`src/rtl/aik_pkg.sv`:
```
// Package for the arm inverse kinematics block: shared types, codes, angle constants
// and the CORDIC step angle table. No dependencies.
`default_nettype none
package aik_pkg;

    // Result status codes
    typedef enum logic [1:0] {
        ST_OK    = 2'd0,
        ST_REACH = 2'd1,
        ST_AXIS  = 2'd2
    } t_status;

    localparam int SQ_STEPS = 24;   // root bits of a 48-bit radicand
    localparam int CW       = 28;   // CORDIC vector width
    localparam int AW       = 25;   // CORDIC angle accumulator width

    // Angles in units of 2^-16 degree
    localparam logic signed [31:0] DEG90  = 32'sd5898240;
    localparam logic signed [31:0] DEG180 = 32'sd11796480;

    // Flags and base CORDIC operands that ride along with a word
    typedef struct packed {
        t_status            status;
        logic               y_zero;
        logic               x_pos;
        logic               z_pos;
        logic signed [24:0] bx;
        logic signed [24:0] by;
        logic signed [24:0] ez;
    } t_side;

    // One classified word between front and back
    typedef struct packed {
        logic [31:0] s2;
        logic [31:0] r2;
        logic [31:0] diff;
        t_side       side;
    } t_item;

    // atan(2^-i) in units of 2^-16 degree, rounded to nearest
    function automatic logic [21:0] step_angle(input logic [4:0] i);
        logic [21:0] a;
        unique case (i)
            5'd0:  a = 22'd2949120;
            5'd1:  a = 22'd1740967;
            5'd2:  a = 22'd919879;
            5'd3:  a = 22'd466945;
            5'd4:  a = 22'd234379;
            5'd5:  a = 22'd117304;
            5'd6:  a = 22'd58666;
            5'd7:  a = 22'd29335;
            5'd8:  a = 22'd14668;
            5'd9:  a = 22'd7334;
            5'd10: a = 22'd3667;
            5'd11: a = 22'd1833;
            5'd12: a = 22'd917;
            5'd13: a = 22'd458;
            5'd14: a = 22'd229;
            5'd15: a = 22'd115;
            5'd16: a = 22'd57;
            5'd17: a = 22'd29;
            5'd18: a = 22'd14;
            5'd19: a = 22'd7;
            5'd20: a = 22'd4;
            5'd21: a = 22'd2;
            5'd22: a = 22'd1;
            default: a = 22'd0;
        endcase
        return a;
    endfunction

endpackage
`default_nettype wire

```
`src/rtl/aik_front.sv`:
```
// Front end: accepts target words, squares the coordinates and classifies reach.
// Depends on aik_pkg.
`default_nettype none
module aik_front
    import aik_pkg::*;
(
    input  wire logic               i_clk,
    input  wire logic               i_rst_n,
    input  wire logic               i_valid,
    output logic                    o_stall,
    input  wire logic signed [15:0] i_x,
    input  wire logic signed [15:0] i_y,
    input  wire logic signed [15:0] i_z,
    input  wire logic        [14:0] i_arm_length,
    input  wire logic               i_q_full,
    output logic                    o_push,
    output t_item                   o_item
);

    logic               r_v1, r_v2, en;
    logic signed [15:0] r_x, r_y, r_z;
    logic        [30:0] r_xx, r_yy, r_zz;
    logic        [31:0] r_lim;
    logic signed [31:0] pxx, pyy, pzz;
    logic        [31:0] s2, r2;
    logic               axis, far;
    logic signed [24:0] x8, y8, z8;
    t_item              n_item, r_item;

    // Front moves as one unit unless its last word cannot enter the queue
    assign en      = !r_v2 || !i_q_full;
    assign o_stall = !en;
    assign o_push  = r_v2 && !i_q_full;
    assign o_item  = r_item;

    always_ff @(posedge i_clk) begin
        if (!i_rst_n) begin
            r_v1 <= 1'b0;
            r_v2 <= 1'b0;
        end else if (en) begin
            r_v1 <= i_valid;
            r_v2 <= r_v1;
        end
    end

    // Reach limit 4*L^2
    always_ff @(posedge i_clk) begin
        r_lim <= {30'(i_arm_length * i_arm_length), 2'b00};
    end

    // Stage 1: squares
    assign pxx = i_x * i_x;
    assign pyy = i_y * i_y;
    assign pzz = i_z * i_z;

    always_ff @(posedge i_clk) begin
        if (en) begin
            r_x  <= i_x;
            r_y  <= i_y;
            r_z  <= i_z;
            r_xx <= pxx[30:0];
            r_yy <= pyy[30:0];
            r_zz <= pzz[30:0];
        end
    end

    // Stage 2: sums, classification, base operands
    assign s2   = {1'b0, r_xx} + {1'b0, r_yy};
    assign r2   = s2 + {1'b0, r_zz};
    assign axis = (r_x == 16'sd0) && (r_y == 16'sd0);
    assign far  = r2 > r_lim;
    assign x8   = {{1{r_x[15]}}, r_x, 8'd0};
    assign y8   = {{1{r_y[15]}}, r_y, 8'd0};
    assign z8   = {{1{r_z[15]}}, r_z, 8'd0};

    always_comb begin
        n_item      = '0;
        n_item.s2   = s2;
        n_item.r2   = r2;
        n_item.diff = r_lim - r2;
        priority if (axis)  n_item.side.status = ST_AXIS;
        else if (far)       n_item.side.status = ST_REACH;
        else                n_item.side.status = ST_OK;
        n_item.side.y_zero = (r_y == 16'sd0);
        n_item.side.x_pos  = (r_x > 16'sd0);
        n_item.side.z_pos  = (r_z > 16'sd0);
        if (r_y > 16'sd0) begin
            n_item.side.bx = y8;
            n_item.side.by = x8;
        end else begin
            n_item.side.bx = -y8;
            n_item.side.by = -x8;
        end
        n_item.side.ez = r_z[15] ? -z8 : z8;
    end

    always_ff @(posedge i_clk) begin
        if (en) begin
            r_item <= n_item;
        end
    end

endmodule
`default_nettype wire

```
`config.mk`:
```
export PLATFORM = sky130hd
export DESIGN_NAME = aik_front
export DESIGN_NICKNAME = d
export VERILOG_FILES = /design/src/rtl/aik_pkg.sv /design/src/rtl/aik_front.sv
export SDC_FILE = /design/constraint.sdc
export NUM_CORES = 2
export LEC_CHECK = 0
export BUFFER_PORTS_ARGS = -buffer_cell sky130_fd_sc_hd__buf_4
export CAP_MARGIN = 10
export CORE_UTILIZATION = 55
export DETAILED_ROUTE_END_ITERATION = 8
export PLACE_DENSITY = 0.69
export SLEW_MARGIN = 20
export SYNTH_ARGS = -nofsm -noshare
export SYNTH_HDL_FRONTEND = slang
export SYNTH_SLANG_ARGS = --single-unit
export TNS_END_PERCENT = 50
```
`constraint.sdc`:
```
create_clock -name i_clk -period 19.05 [get_ports i_clk]
set_clock_uncertainty 0.15 [all_clocks]
set_input_delay 1.905 -clock i_clk [delete_from_list [all_inputs] [get_ports i_clk]]
set_output_delay 1.905 -clock i_clk [all_outputs]
set_load 0.01 [all_outputs]
```
# Word-level counts from Yosys, hierarchy flattened
# Index checks and enable logic that the tools add are counted.
# totals
rom_bits	0
word_cells	47
latch_bits	0
in_bits	67
regBits	349
mem_bits_rw	0
n_memories	0
out_inout_bits	178
# op_classes
n_addsub	6
mux	3
n_div	0
order_cmp	4
n_reduce_logical	8
shift	0
n_mul	4
bitwise_logic	0
n_eq_ne	0
# ops
op	n
$mul A16 B16 Y31	3
$neg A24 Y25	3
$mux W50	1
$gt A16 B1 Y1 const B	3
$add A31 B31 Y32	1
$add A32 B31 Y32	1
$gt A32 B32 Y1	1
$logic_not A16 Y1	2
$sub A32 B32 Y32	1
$mul A15 B15 Y30	1
$mux W23	1
$logic_not A1 Y1	3
$logic_and A1 B1 Y1	2
$logic_or A1 B1 Y1	1
$mux W1	1

# Logic depth before layout (Yosys ltp)
# depth
ltp_word	4
ltp_mapped	34
mapped_depth_nobuf	33

# Worst setup path after synthesis
# OpenSTA, ideal clock, no wires.
# synth_timing
kind	input-to-output
startpoint	input port i_q_full
endpoint	output port o_stall
required_time_ps	16995
slack_ps	8144
arrival_ps	8851
stages	2
n_path_buf	0
cell_sequence	nand2_1 > inv_1
# synth_via
elab_chain_len	3
# synth_rtl
item	line	rtl
start, declared	aik_front.sv:15	input wire logic i_q_full,
$logic_not A1 Y1	aik_front.sv:31	assign en = !r_v2 || !i_q_full;
$logic_or A1 B1 Y1	aik_front.sv:31	
$logic_not A1 Y1	aik_front.sv:32	assign o_stall = !en;
end, declared	aik_front.sv:10	output logic o_stall,
# Every way passes these cells.

# Final worst setup path
# layout_timing
startpoint	input port i_y[9]
endpoint	register r_yy[29] (data pin)
# layout_via
elab_chain_len	1
# layout_rtl
item	line	rtl
start, declared	aik_front.sv:12	input wire logic signed [15:0] i_y,
$mul A16 B16 Y31	aik_front.sv:53	assign pyy = i_y * i_y;
named net pyy[29]	aik_front.sv:24	logic signed [31:0] pxx, pyy, pzz;
end signal, assigned	aik_front.sv:62	r_yy <= pyy[30:0];
end, declared	aik_front.sv:22	logic [30:0] r_xx, r_yy, r_zz;
# The timed path passes the listed nets, and every way through them passes these cells.
# A chain may end at the register's enable or synchronous reset.

==> impl_metrics.py <==
metrics = {
    "status": {
        "status": "completed",
    },
    "setup_path": {
        "r2r_start": "r_xx[2]$_DFFE_PN_",
        "r2r-end": "o_item[110]$_DFFE_PN_",
        "required_ps": 19210,
        "reg2reg_slack_ps": 11720,
        "reg2regPathDepth": 33,
        "arrival_ps": 8410,
        "worstPathMaxFanout": 13,
        "crit_type": "input pin to register",
        "worstSetupEndpointType": "register",
        "start_kind": "input pin",
    },
    "hold_path": {
        "hold_end": "r_v2$_SDFFE_PN0N_",
        "hold_class": "register to register",
        "hold_depth": 1,
        "holdCritStartpoint": "r_v1$_SDFFE_PN0N_",
    },
    "finish": {
        "multi_input_area_um2": 32700,
        "design_area_um2": 51000,
        "area_growth_pct": 8.55,
        "final_net_count": 6167,
        "fill_cells": 7086,
        "drive_gt1_frac": 0.0699,
        "regArea_um2": 9210,
    },
    "synth": {
        "yosys_warnings": 0,
        "ys_seq_area_frac": 0.196,
        "postSynthAreaPerCell_um2": 10.1,
        "ys_types": 82,
        "synth_edf_count": 286,
        "syn_inst": 4659,
        "syn_area_um2": 47000,
        "ys.flop_type": "edfxtp_1",
        "ys_seq_elements": 317,
        "async_flop_share": 0,
    },
    "floorplan": {
        "initial_core_util": 0.559,
        "coreArea_um2": 84100,
        "dieArea_um2": 86600,
        "dieWidth_um": 294,
        "num_rows": 106,
        "io_pins": 245,
        "die_y_um": 294,
    },
    "global_routing": {
        "grt_pass1_wl_mm": 173,
        "grt_usage": 0.255,
        "grt_max_degree": 82,
        "antenna_found_initial": 4,
        "grt_overflow": 0,
        "grt_pass1_vias": 33300,
    },
    "detailed_routing": {
        "drtAntennaViolNets": 0,
        "wl_met2_mm": 50.9,
        "wirelength_mm": 105,
        "met1_length_mm": 45.5,
        "drt-vias-per-instance": 5.25,
        "drt_iter0_drc": 1864,
        "drc": 0,
        "wl_met3_mm": 5.88,
        "drt_first_pass_iters": 5,
        "vias": 31500,
        "highest_layer": "met5",
        "detail_route.wl_per_cell_um": 17.6,
    },
    "cts": {
        "cts_hold_buf": 0,
        "cts.path.max_buffers": 3,
        "htree_levels": 2,
        "cts_root_buf": "clkbuf_16",
        "cts_tree": "built",
        "cts_setup_buffers": 0,
        "clock-sinks": 317,
        "ctsResizeCount": 0,
        "clk_pin_slew_ps": 60,
        "clk_latency_ps": 580,
        "cts-buffers-inserted": 39,
    },
    "timing": {
        "drv_slew": 0,
        "finalHoldViolCount": 0,
        "max_freq_mhz": 121,
        "finalSetupTns_ps": 0,
        "tightest_slew_ps": 1080,
        "slew_headroom": 0.278,
        "rsz0062_at_grt": "false",
        "min_period_ps": 8240,
        "setup_violations": 0,
        "min_period_over_period": 0.433,
    },
    "placed_design": {
        "io_buffers": 220,
        "placed_area_um2": 49600,
        "hpwl_mm": 89.2,
        "gp_congestion": 0.909,
    },
    "run": {
        "drv_cap": 0,
    },
}
[logic make-up (layout without fill, tap and decap cells)]
kind of cell	after synthesis	count (layout)	share of synthesized area
fa+ha+maj	1271	1271	0.472
xor+xnor	270	270	0.0503
compound gates	485	485	0.0711
buf+inv	1347	1527	0.110
simple gates	964	964	0.0994
mux	4	4	0.000959
flops	317	317	0.196
other cells	1	26	0.0000798
[cell usage in the layout (no fill, tap or decap), types with 131 or more instances in the layout]
cell,count
inv_1,1231
fa_1,839
ha_1,428
nand2_1,331
edfxtp_1,286
buf_4,224
xnor2_1,200
and2_1,195
nor2_1,193
a21oi_1,131
[layout make-up]
type                            instances  area share
Antenna cell                            1   0.0000491
Timing Repair Buffer                  224      0.0330
Sequential cell                       317       0.181
Multi-Input combinational cell       3019       0.641
Tap cell                             1134      0.0278
Clock inverter                         20     0.00486
Inverter                             1232      0.0907
Clock buffer                           51      0.0217
[per-stage QoR]
step / instances / utilization / hold slack, ps / worst slack [ps]
2_1_floorplan: 4683 / - / 291 / 8140
3_3_place_gp: 5926 / 0.590 / 303 / 10380
3_5_place_dp: 5926 / 0.590 / 307 / 10270
4_1_cts: 5997 / 0.607 / 316 / 10880
5_1_grt: 5997 / 0.607 / 354 / 10550
6_report: 5998 / 0.607 / 316 / 10810
[layer usage]
layer,GRT usage,up-vias
li1,-,14700
met1,0.349,15800
met2,0.426,791
met3,0.0354,160
met4,0.0725,6
met5,0,-
[synthesized netlist by cell type, drive strengths merged, types with 17 or more instances]
library cell	n	share of area
inv	1231	0.098
o21bai	21	0.0034
nand2	332	0.027
o21a	23	0.0037
and3	20	0.0028
edfxtp	286	0.18
nand2b	40	0.0053
and2	195	0.026
nand3	40	0.0045
o21ai	90	0.0097
xnor2	200	0.037
dfxtp	31	0.013
nor2b	29	0.0039
a21oi	133	0.014
nor2	193	0.015
buf	30	0.0046
a211oi	18	0.0030
nor3	42	0.0046
xor2	70	0.013
or3	19	0.0025
o211ai	17	0.0030
fa	839	0.36
a21o	53	0.0085
ha	428	0.11
clkbuf	85	0.0068
[flip-flops by register name, indices dropped and copies added (netlist names)]
name,flops
r_v2,1
r_lim,29
r_v1,1
r_z,16
r_zz,29
o_item,151
r_xx,29
r_x,16
r_y,16
r_yy,29
[critical path: stages]
cell	delay, ps
buf_4	170
inv_1	240
nor2_1	140
fa_1	530
inv_1	60
fa_1	520
inv_1	50
fa_1	490
inv_1	50
fa_1	530
inv_1	50
fa_1	490
fa_1	420
ha_1	350
a21oi_1	140
nor2b_1	70
or3_1	310
o31a_1	320
a41o_1	280
o41a_1	380
a21oi_1	240
a21oi_1	130
a41oi_1	260
a21oi_1	110
xor2_1	150
[worst max path at each step]
stage / startpoint / to / slack, ps / depth (start not counted)
floorplan: i_q_full / o_stall / 8140 / 2
global route: i_x[3] / r_xx[30]$_DFFE_PN_ / 10550 / 26
finish: i_y[9] / r_yy[29]$_DFFE_PN_ / 10810 / 25
CTS: i_y[9] / r_yy[29]$_DFFE_PN_ / 10880 / 25
detailed placement: i_y[9] / r_yy[29]$_DFFE_PN_ / 10270 / 25
global placement: i_y[9] / r_yy[29]$_DFFE_PN_ / 10380 / 25
Power is left out: the tool's default activity adds up to more than one toggle a clock period on the data nets, which glitch-free logic cannot reach.
