<file path="src/rtl/aik_pkg.sv">
// Package for the arm inverse kinematics block: shared types, codes, angle constants
// and the CORDIC step angle table. No dependencies.
`default_nettype none
package aik_pkg;

    // Result status codes
    typedef enum logic [1:0] {
        ST_OK    = 2'd0,
        ST_REACH = 2'd1,
        ST_AXIS  = 2'd2
    } t_status;

    localparam int SQ_STEPS = 24;   // root bits of a 48-bit radicand
    localparam int CW       = 28;   // CORDIC vector width
    localparam int AW       = 25;   // CORDIC angle accumulator width

    // Angles in units of 2^-16 degree
    localparam logic signed [31:0] DEG90  = 32'sd5898240;
    localparam logic signed [31:0] DEG180 = 32'sd11796480;

    // Flags and base CORDIC operands that ride along with a word
    typedef struct packed {
        t_status            status;
        logic               y_zero;
        logic               x_pos;
        logic               z_pos;
        logic signed [24:0] bx;
        logic signed [24:0] by;
        logic signed [24:0] ez;
    } t_side;

    // One classified word between front and back
    typedef struct packed {
        logic [31:0] s2;
        logic [31:0] r2;
        logic [31:0] diff;
        t_side       side;
    } t_item;

    // atan(2^-i) in units of 2^-16 degree, rounded to nearest
    function automatic logic [21:0] step_angle(input logic [4:0] i);
        logic [21:0] a;
        unique case (i)
            5'd0:  a = 22'd2949120;
            5'd1:  a = 22'd1740967;
            5'd2:  a = 22'd919879;
            5'd3:  a = 22'd466945;
            5'd4:  a = 22'd234379;
            5'd5:  a = 22'd117304;
            5'd6:  a = 22'd58666;
            5'd7:  a = 22'd29335;
            5'd8:  a = 22'd14668;
            5'd9:  a = 22'd7334;
            5'd10: a = 22'd3667;
            5'd11: a = 22'd1833;
            5'd12: a = 22'd917;
            5'd13: a = 22'd458;
            5'd14: a = 22'd229;
            5'd15: a = 22'd115;
            5'd16: a = 22'd57;
            5'd17: a = 22'd29;
            5'd18: a = 22'd14;
            5'd19: a = 22'd7;
            5'd20: a = 22'd4;
            5'd21: a = 22'd2;
            5'd22: a = 22'd1;
            default: a = 22'd0;
        endcase
        return a;
    endfunction

endpackage
`default_nettype wire

</file>
<file path="src/rtl/aik_queue.sv">
// Four-entry queue of classified words between front and back end.
// Depends on aik_pkg.
`default_nettype none
module aik_queue
    import aik_pkg::*;
(
    input  wire logic  i_clk,
    input  wire logic  i_rst_n,
    input  wire logic  i_push,
    input  wire t_item i_item,
    input  wire logic  i_pop,
    output logic       o_full,
    output logic       o_empty,
    output t_item      o_head
);

    t_item      r_mem [4];
    logic [1:0] r_wp, r_rp;
    logic [2:0] r_cnt;

    assign o_full  = r_cnt == 3'd4;
    assign o_empty = r_cnt == 3'd0;
    assign o_head  = r_mem[r_rp];

    // Pointers and fill count
    always_ff @(posedge i_clk) begin
        if (!i_rst_n) begin
            r_wp  <= '0;
            r_rp  <= '0;
            r_cnt <= '0;
        end else begin
            if (i_push) r_wp <= r_wp + 2'd1;
            if (i_pop)  r_rp <= r_rp + 2'd1;
            r_cnt <= r_cnt + 3'(i_push) - 3'(i_pop);
        end
    end

    always_ff @(posedge i_clk) begin
        if (i_push) r_mem[r_wp] <= i_item;
    end

endmodule
`default_nettype wire

</file>
<file path="config.mk">
export PLATFORM = sky130hd
export DESIGN_NAME = aik_queue
export DESIGN_NICKNAME = d
export VERILOG_FILES = /design/src/rtl/aik_pkg.sv /design/src/rtl/aik_queue.sv
export SDC_FILE = /design/constraint.sdc
export NUM_CORES = 1
export LEC_CHECK = 0
export ABC_CLOCK_PERIOD_IN_PS = 7200
export BUFFER_PORTS_ARGS = -buffer_cell sky130_fd_sc_hd__buf_2
export CAP_MARGIN = 5
export CORE_MARGIN = 2
export CORE_UTILIZATION = 32
export CTS_BUF_LIST = sky130_fd_sc_hd__clkbuf_2
export DETAILED_ROUTE_END_ITERATION = 10
export PLACE_DENSITY = 0.48
export SYNTH_ARGS = -nofsm -noshare
export SYNTH_HDL_FRONTEND = slang
export SYNTH_SLANG_ARGS = --single-unit
</file>
<file path="constraint.sdc">
create_clock -name i_clk -period 7.2 [get_ports i_clk]
set_clock_uncertainty 0.05 [all_clocks]
set_input_delay 1.44 -clock i_clk [delete_from_list [all_inputs] [get_ports i_clk]]
set_output_delay 1.44 -clock i_clk [all_outputs]
set_load 0.05 [all_outputs]
</file>
# After elaboration in Yosys (flattened, before gate mapping)
# Memories as Yosys holds them, arrays and structs flattened. A register that Yosys moved wholly into a read port is not among the register bits.
# Index checks and enable logic that the tools add are counted.
# word_totals
ff_bits,7
latch_bits,0
ramBits,704
rom_bits,0
in_bits,180
output_inout_bits,178
word_cells,14
memories,1
# memory_table
memory,words,width,read_ports,rd_clocked_by_memory_dff,write_ports,line_no,source
r_mem,4,176,1,1,1,aik_queue.sv:17,t_item r_mem [4];
# classes
n_addsub,4
multipliers,0
div_mod_pow,0
order_cmp,0
n_eq_ne,1
shifts,0
mux,4
bitwise_logic,0
n_reduce_logical,1
# ops
op,count
"2-bit by 1-bit adder with 2-bit output, second input constant",2
2-bit two-way mux,2
3-bit by 1-bit adder with 3-bit output,1
"3-bit equality test, second input constant",1
3-bit zero test,1
3-bit by 1-bit subtractor with 3-bit output,1
1-bit two-way mux,2

# Depth between registers and ports, before layout
# Gate-level depths: netlist of the first run.
# logic_depth
word_depth,3
depth_mapped,7
ltp_nobuf,7

# Least setup slack after synthesis of the first run
# No wires, ideal clock.
# synth_path
path_kind,input to register
start,input i_push
end,"memory r_mem[0][0] (netlist name), enable pin"
setup_time_ns,0.557
arrival_time_ns,5.443
t_required_ns,6.593
slack_ns,1.151
path_stages,1
path_buffers,0
cell_sequence,and2_1
# synth_via
elab_chain_len,2
# synth_rtl
item,line_no,source
from (decl),aik_queue.sv:9,"input wire logic i_push,"
1-bit two-way mux,aik_queue.sv:39,if (i_push) r_mem[r_wp] <= i_item;
1-bit two-way mux (not written as such),aik_queue.sv:39,
to (decl),aik_queue.sv:17,
# No other way between the ends.

==> flow_metrics.env, run 1 <==
export IMPL_dieArea_sq_um=83100
export IMPL_setup_viol=0
export IMPL_h_tree_depth=4
export IMPL_ys_warn_count=0
export IMPL_cts_buffers=185
export IMPL_setup_worst_path_end_class="output pin"
export IMPL_ys_types=19
export IMPL_drc_errors=0
export IMPL_die_y_microns=288
export IMPL_start_util=0.322
export IMPL_status="completed"
export IMPL_dp_hpwl_microns=32100
export IMPL_grt_max_degree=92
export IMPL_postCtsSetupRepairBufs=0
export IMPL_clkLatencyLatePin_ns=1.24
export IMPL_power_mw=8.84
export IMPL_io_pins=358
export IMPL_synth_top_area_frac=0.818
export IMPL_synth_ff_latch_count=713
export IMPL_yosys_area_top_type="edfxtp_1"
export IMPL_finalCritPeriodShare=0.696
export IMPL_grt_pass1_wl_microns=82800
export IMPL_final_fill_count=7426
export IMPL_layout_common_cells="edfxtp_1 (704), buf_2 (357), clkbuf_2 (267)"
export IMPL_synthesis_area_sq_um=25800
export IMPL_drv_cap=0
export IMPL_firstDrtPassIters=5
export IMPL_grt_overflow=0
export IMPL_maxSlewViolCount=0
export IMPL_grt_usage=0.137
export IMPL_syn_inst=963
export IMPL_nets=1686
export IMPL_antenna_found_initial=19
export IMPL_slew_headroom=0.406
export IMPL_vias_per_cell=4.53
export IMPL_final_common_cell="edfxtp_1"
export IMPL_crit_required_ns=5.71
export IMPL_timing_fmax_mhz=199
export IMPL_synth_nets=1150
export IMPL_avgSynthCellArea_sq_um=26.8
export IMPL_postCtsResizedCells=0
export IMPL_clk_pin_slew_ns=0.10
export IMPL_hold_buffers=19
export IMPL_gp_congestion=0.683
export IMPL_wl_per_cell_microns=20.9
export IMPL_hold_viol=0
export IMPL_clock_path_buffers=3
export IMPL_drtIter0Drc=523
export IMPL_ys_top_cells_by_area="edfxtp_1 (82%), mux4_2 (15%), buf_6 (0.74%)"
export IMPL_cp_start_kind="flop"
export IMPL_clock_sinks=713
export IMPL_critical_path_class="flop to output pin"
export IMPL_ir_worst_vdd_mv=0.161
export IMPL_crit_path_max_fanout=85
export IMPL_vias=12200
export IMPL_power_density_nw_per_um2=288
export IMPL_drive_gt1_frac=0.515
export IMPL_cellLeakagePower_nw=10.5
export IMPL_ys_seq_area_frac=0.825
export IMPL_worst_ep_arrival_time_ns=3.52
export IMPL_dieWidth_microns=288
export IMPL_hp_class="primary input to flop"
export IMPL_numPortBuffers=357
export IMPL_clock_root_buffer="clkbuf_2"
export IMPL_drtAntennaViolNets=0
export IMPL_grt_pass1_vias=13800
export IMPL_num_rows=104
export IMPL_drt_total_wl_microns=56500
export IMPL_coreArea_sq_um=80300
export IMPL_worst_pin_slew_ns=0.891
export IMPL_min_period_ns=5.01
export IMPL_fin_setup_tns_ns=0
export IMPL_area_growth_pct=18.8
export IMPL_rsz0062_at_grt="no"
export IMPL_cts_tree="built"
## through the flow
stage,util,hold WS [ns],instance area (sq um),cells,setup slack [ns]
after floorplan,-,0.449,25800,963,1.15
after global placement,0.359,0.454,28900,2353,3.40
after detailed placement,0.359,0.475,28900,2353,3.39
after CTS,0.382,0.000340,30700,2690,1.83
after global routing,0.383,0.0216,30700,2697,1.74
final,0.383,0.284,30700,2697,2.19
## worst paths after layout
check / from / end / slack (ns) / cells past startpoint
min reg2reg: r_rp[1]$_SDFFE_PN0P_ / flop / 0.46 / 2
min: i_item[48] / r_mem[0][48]$_DFFE_PP_ / 0.28 / 1
max reg2reg: r_wp[0]$_SDFFE_PN0P_ / r_mem[1][163]$_DFFE_PP_ / 4.74 / 3
max: flop / o_head[152] / 2.19 / 3
## area by class of cell
class	instances	area [sq um]	share of cell area
tap	1060	1330	0.0432
clock buffer	267	1340	0.0435
sequential	713	21300	0.694
timing repair buffer	389	2160	0.0704
inverter	7	26.3	0.000855
antenna	7	17.5	0.000570
multi-input combinational	203	4210	0.137
clock inverter	51	309	0.0101
## synthesized netlist by cell type, drive strengths merged
cell type / number
edfxtp: 704
mux4: 176
buf: 36
dfxtp: 9
inv: 7
and2: 6
ha: 6
nor2: 5
clkbuf: 4
xnor2: 2
a21bo: 1
a21oi: 1
and3: 1
fa: 1
mux2i: 1
nand3b: 1
nor3: 1
xor3: 1
## worst max-delay path, stage by stage, from the launching register on
cell and delay (ns):
dfxtp_4 0.66, buf_12 0.50, mux4_2 0.63, buf_2 0.23
## cell families (layout without fill, tap and decap cells)
family,count (synthesis),count (layout),share of synthesized area
XOR/XNOR,3,3,0.00160
flip-flops,713,713,0.825
multiplexers,177,177,0.154
buffers and inverters,47,714,0.0127
AND/OR/NAND/NOR,14,14,0.00290
other,0,7,0
adder cells (fa/ha/maj),7,7,0.00368
AO/OA/AOI/OAI,2,2,0.000581
## report_power, final
group	total (mW)	internal [mW]	switching, mW
logic	1.32	0.386	0.934
clock network	2.70	1.08	1.62
registers	4.82	4.77	0.0542
## state kept, by name, indices dropped and copies added, names as in the netlist, named ones only
signal / count
r_mem: 704
r_cnt: 3
r_rp: 2
r_wp: 2
## routing by layer
| layer | GRT usage | share of wire |
|---|---|---|
| met5 | 0 | 0.0024 |
| met1 | 0.159 | 0.39 |
| met4 | 0.0584 | 0.025 |
| met2 | 0.222 | 0.50 |
| met3 | 0.0590 | 0.083 |
Power figures use the tool's default switching activity.
==> run 2: changes to the inputs <==
- ABC_CLOCK_PERIOD_IN_PS: 7200 -> 4130
- PLACE_DENSITY: 0.48 -> 0.49
- clock period: 7.2 -> 4.13 ns (I/O delays scaled with it)
==> flow_metrics.env, run 2 (synthesized netlist as in run 1, its figures left out) <==
export IMPL_drt_total_wl_microns=58300
export IMPL_fin_util=0.411
export IMPL_cts_buffers=184
export IMPL_final_common_cell="edfxtp_1"
export IMPL_coreArea_sq_um=80300
export IMPL_die_y_microns=288
export IMPL_vias=13100
export IMPL_top_regs="r_mem: 704 flops, r_cnt: 3 flops"
export IMPL_timing_fmax_mhz=266
export IMPL_crit_chain="buf_12 > buf_12 > mux4_2 > buf_2"
export IMPL_holdCritStartpoint="i_item[105]"
export IMPL_setup_worst_path_end_class="output pin"
export IMPL_hold_viol=0
export IMPL_num_rows=104
export IMPL_gp_congestion=0.683
export IMPL_r2r_slack_ns=1.94
export IMPL_clock_root_buffer="clkbuf_2"
export IMPL_finalCritPeriodShare=0.909
export IMPL_slowest_delay_ns=0.56
export IMPL_ir_worst_vdd_mv=0.223
export IMPL_vias_per_cell=4.51
export IMPL_cp_num_buf_inv=3
export IMPL_io_pins=358
export IMPL_start_util=0.322
export IMPL_dieWidth_microns=288
export IMPL_drtIter0Drc=560
export IMPL_hold_ws_ns=0.256
export IMPL_h_tree_depth=4
export IMPL_clkLatencyLatePin_ns=1.28
export IMPL_numPortBuffers=357
export IMPL_nets=1907
export IMPL_grt_pass1_vias=14800
export IMPL_rsz0062_at_grt="no"
export IMPL_cp_start_kind="flop"
export IMPL_drtAntennaViolNets=0
export IMPL_hold_path_depth=2
export IMPL_crit_path_max_fanout=21
export IMPL_worst_ep_arrival_time_ns=2.88
export IMPL_min_period_ns=3.76
export IMPL_crit_required_ns=3.25
export IMPL_worst_pin_slew_ns=0.753
export IMPL_drc_errors=0
export IMPL_fin_setup_tns_ns=0
export IMPL_maxSlewViolCount=0
export IMPL_grt_usage=0.142
export IMPL_grt_overflow=0
export IMPL_r2r_end="r_cnt[1]$_SDFF_PN0_"
export IMPL_clock_sinks=713
export IMPL_power_density_nw_per_um2=471
export IMPL_dp_hpwl_microns=33700
export IMPL_clk_pin_slew_ns=0.09
export IMPL_grt_max_degree=77
export IMPL_grt_pass1_wl_microns=87000
export IMPL_hp_class="primary input to flop"
export IMPL_slowest_stage="mux4_2"
export IMPL_drv_cap=0
export IMPL_cellLeakagePower_nw=11.5
export IMPL_critical_path_class="flop to output pin"
export IMPL_r2r_worst_path_cells=7
export IMPL_largest_reg_flops=704
export IMPL_cts_tree="built"
export IMPL_firstDrtPassIters=4
export IMPL_status="completed"
export IMPL_top_register="r_mem"
export IMPL_dieArea_sq_um=83100
export IMPL_slew_headroom=0.498
export IMPL_drive_gt1_frac=0.471
export IMPL_holdPathEnd="r_mem[3][105]$_DFFE_PP_"
export IMPL_layout_common_cells="edfxtp_1 (704), buf_2 (357), clkbuf_2 (267)"
export IMPL_clock_path_buffers=3
export IMPL_cp_common_cell="buf_12"
export IMPL_crit_family="buffers and inverters"
export IMPL_antenna_found_initial=4
export IMPL_reg2reg_from="r_cnt[0]$_SDFF_PN0_"
export IMPL_area_growth_pct=27.7
export IMPL_setup_viol=0
export IMPL_wl_per_cell_microns=20.1
-- run 2: cell count changes in the layout (fill, tap and decap cells not counted), sizes merged --
cell,previous run,this run
diode,7,4
buf,370,401
clkinv,40,30
clkinvlp,2,4
dlygate4sd3,19,210
inv,14,11
-- run 2: what timing repair did --
item,CTS,global route
gates resized for setup,1,0
endpoints found under the hold margin,724,0
setup buffers,10,0
hold buffers,210,0
setup endpoints to repair,176,0
-- run 2: power breakdown --
group	leakage (nW)	switching, mW	internal, mW
registers	6.54	0.0743	8.30
logic	3.70	1.71	0.863
clock network	1.22	2.75	1.85
-- run 2: final cells by class --
class                      count  area [sq um]
multi-input combinational    203          4210
clock buffer                 267          1340
antenna                        4          10.0
tap                         1060          1330
fill                        7202         47300
clock inverter                40           250
inverter                       7          26.3
timing repair buffer         611          4510
sequential                   713         21300
-- run 2: layer usage --
layer,vias to the layer above,track usage,wire length (microns)
met4,2,0.0566,1340
li1,5810,-,-
met5,-,0,13
met3,109,0.0503,4080
met1,6766,0.172,24100
met2,406,0.231,28800
-- run 2: worst max path at each step --
stage	startpoint	endpoint	slack, ns	cells past startpoint
after global routing	flop	o_head[76]	0.06	4
after detailed placement	flop	o_head[107]	1.19	3
after floorplan	i_push	r_mem[1][0]$_DFFE_PP_	0.65	1
after CTS	flop	o_head[76]	0.05	4
final	flop	o_head[76]	0.37	4
after global placement	flop	o_head[107]	1.17	3
-- run 2: stage by stage --
step	cells	instance area, sq um	setup WS, ns	power, mW
after floorplan	963	25900	0.655	10.3
after global placement	2374	29100	1.17	10.9
after detailed placement	2374	29100	1.19	11.0
after CTS	2901	33000	0.0461	15.9
after global routing	2904	33000	0.0563	16.4
final	2905	33000	0.375	15.6
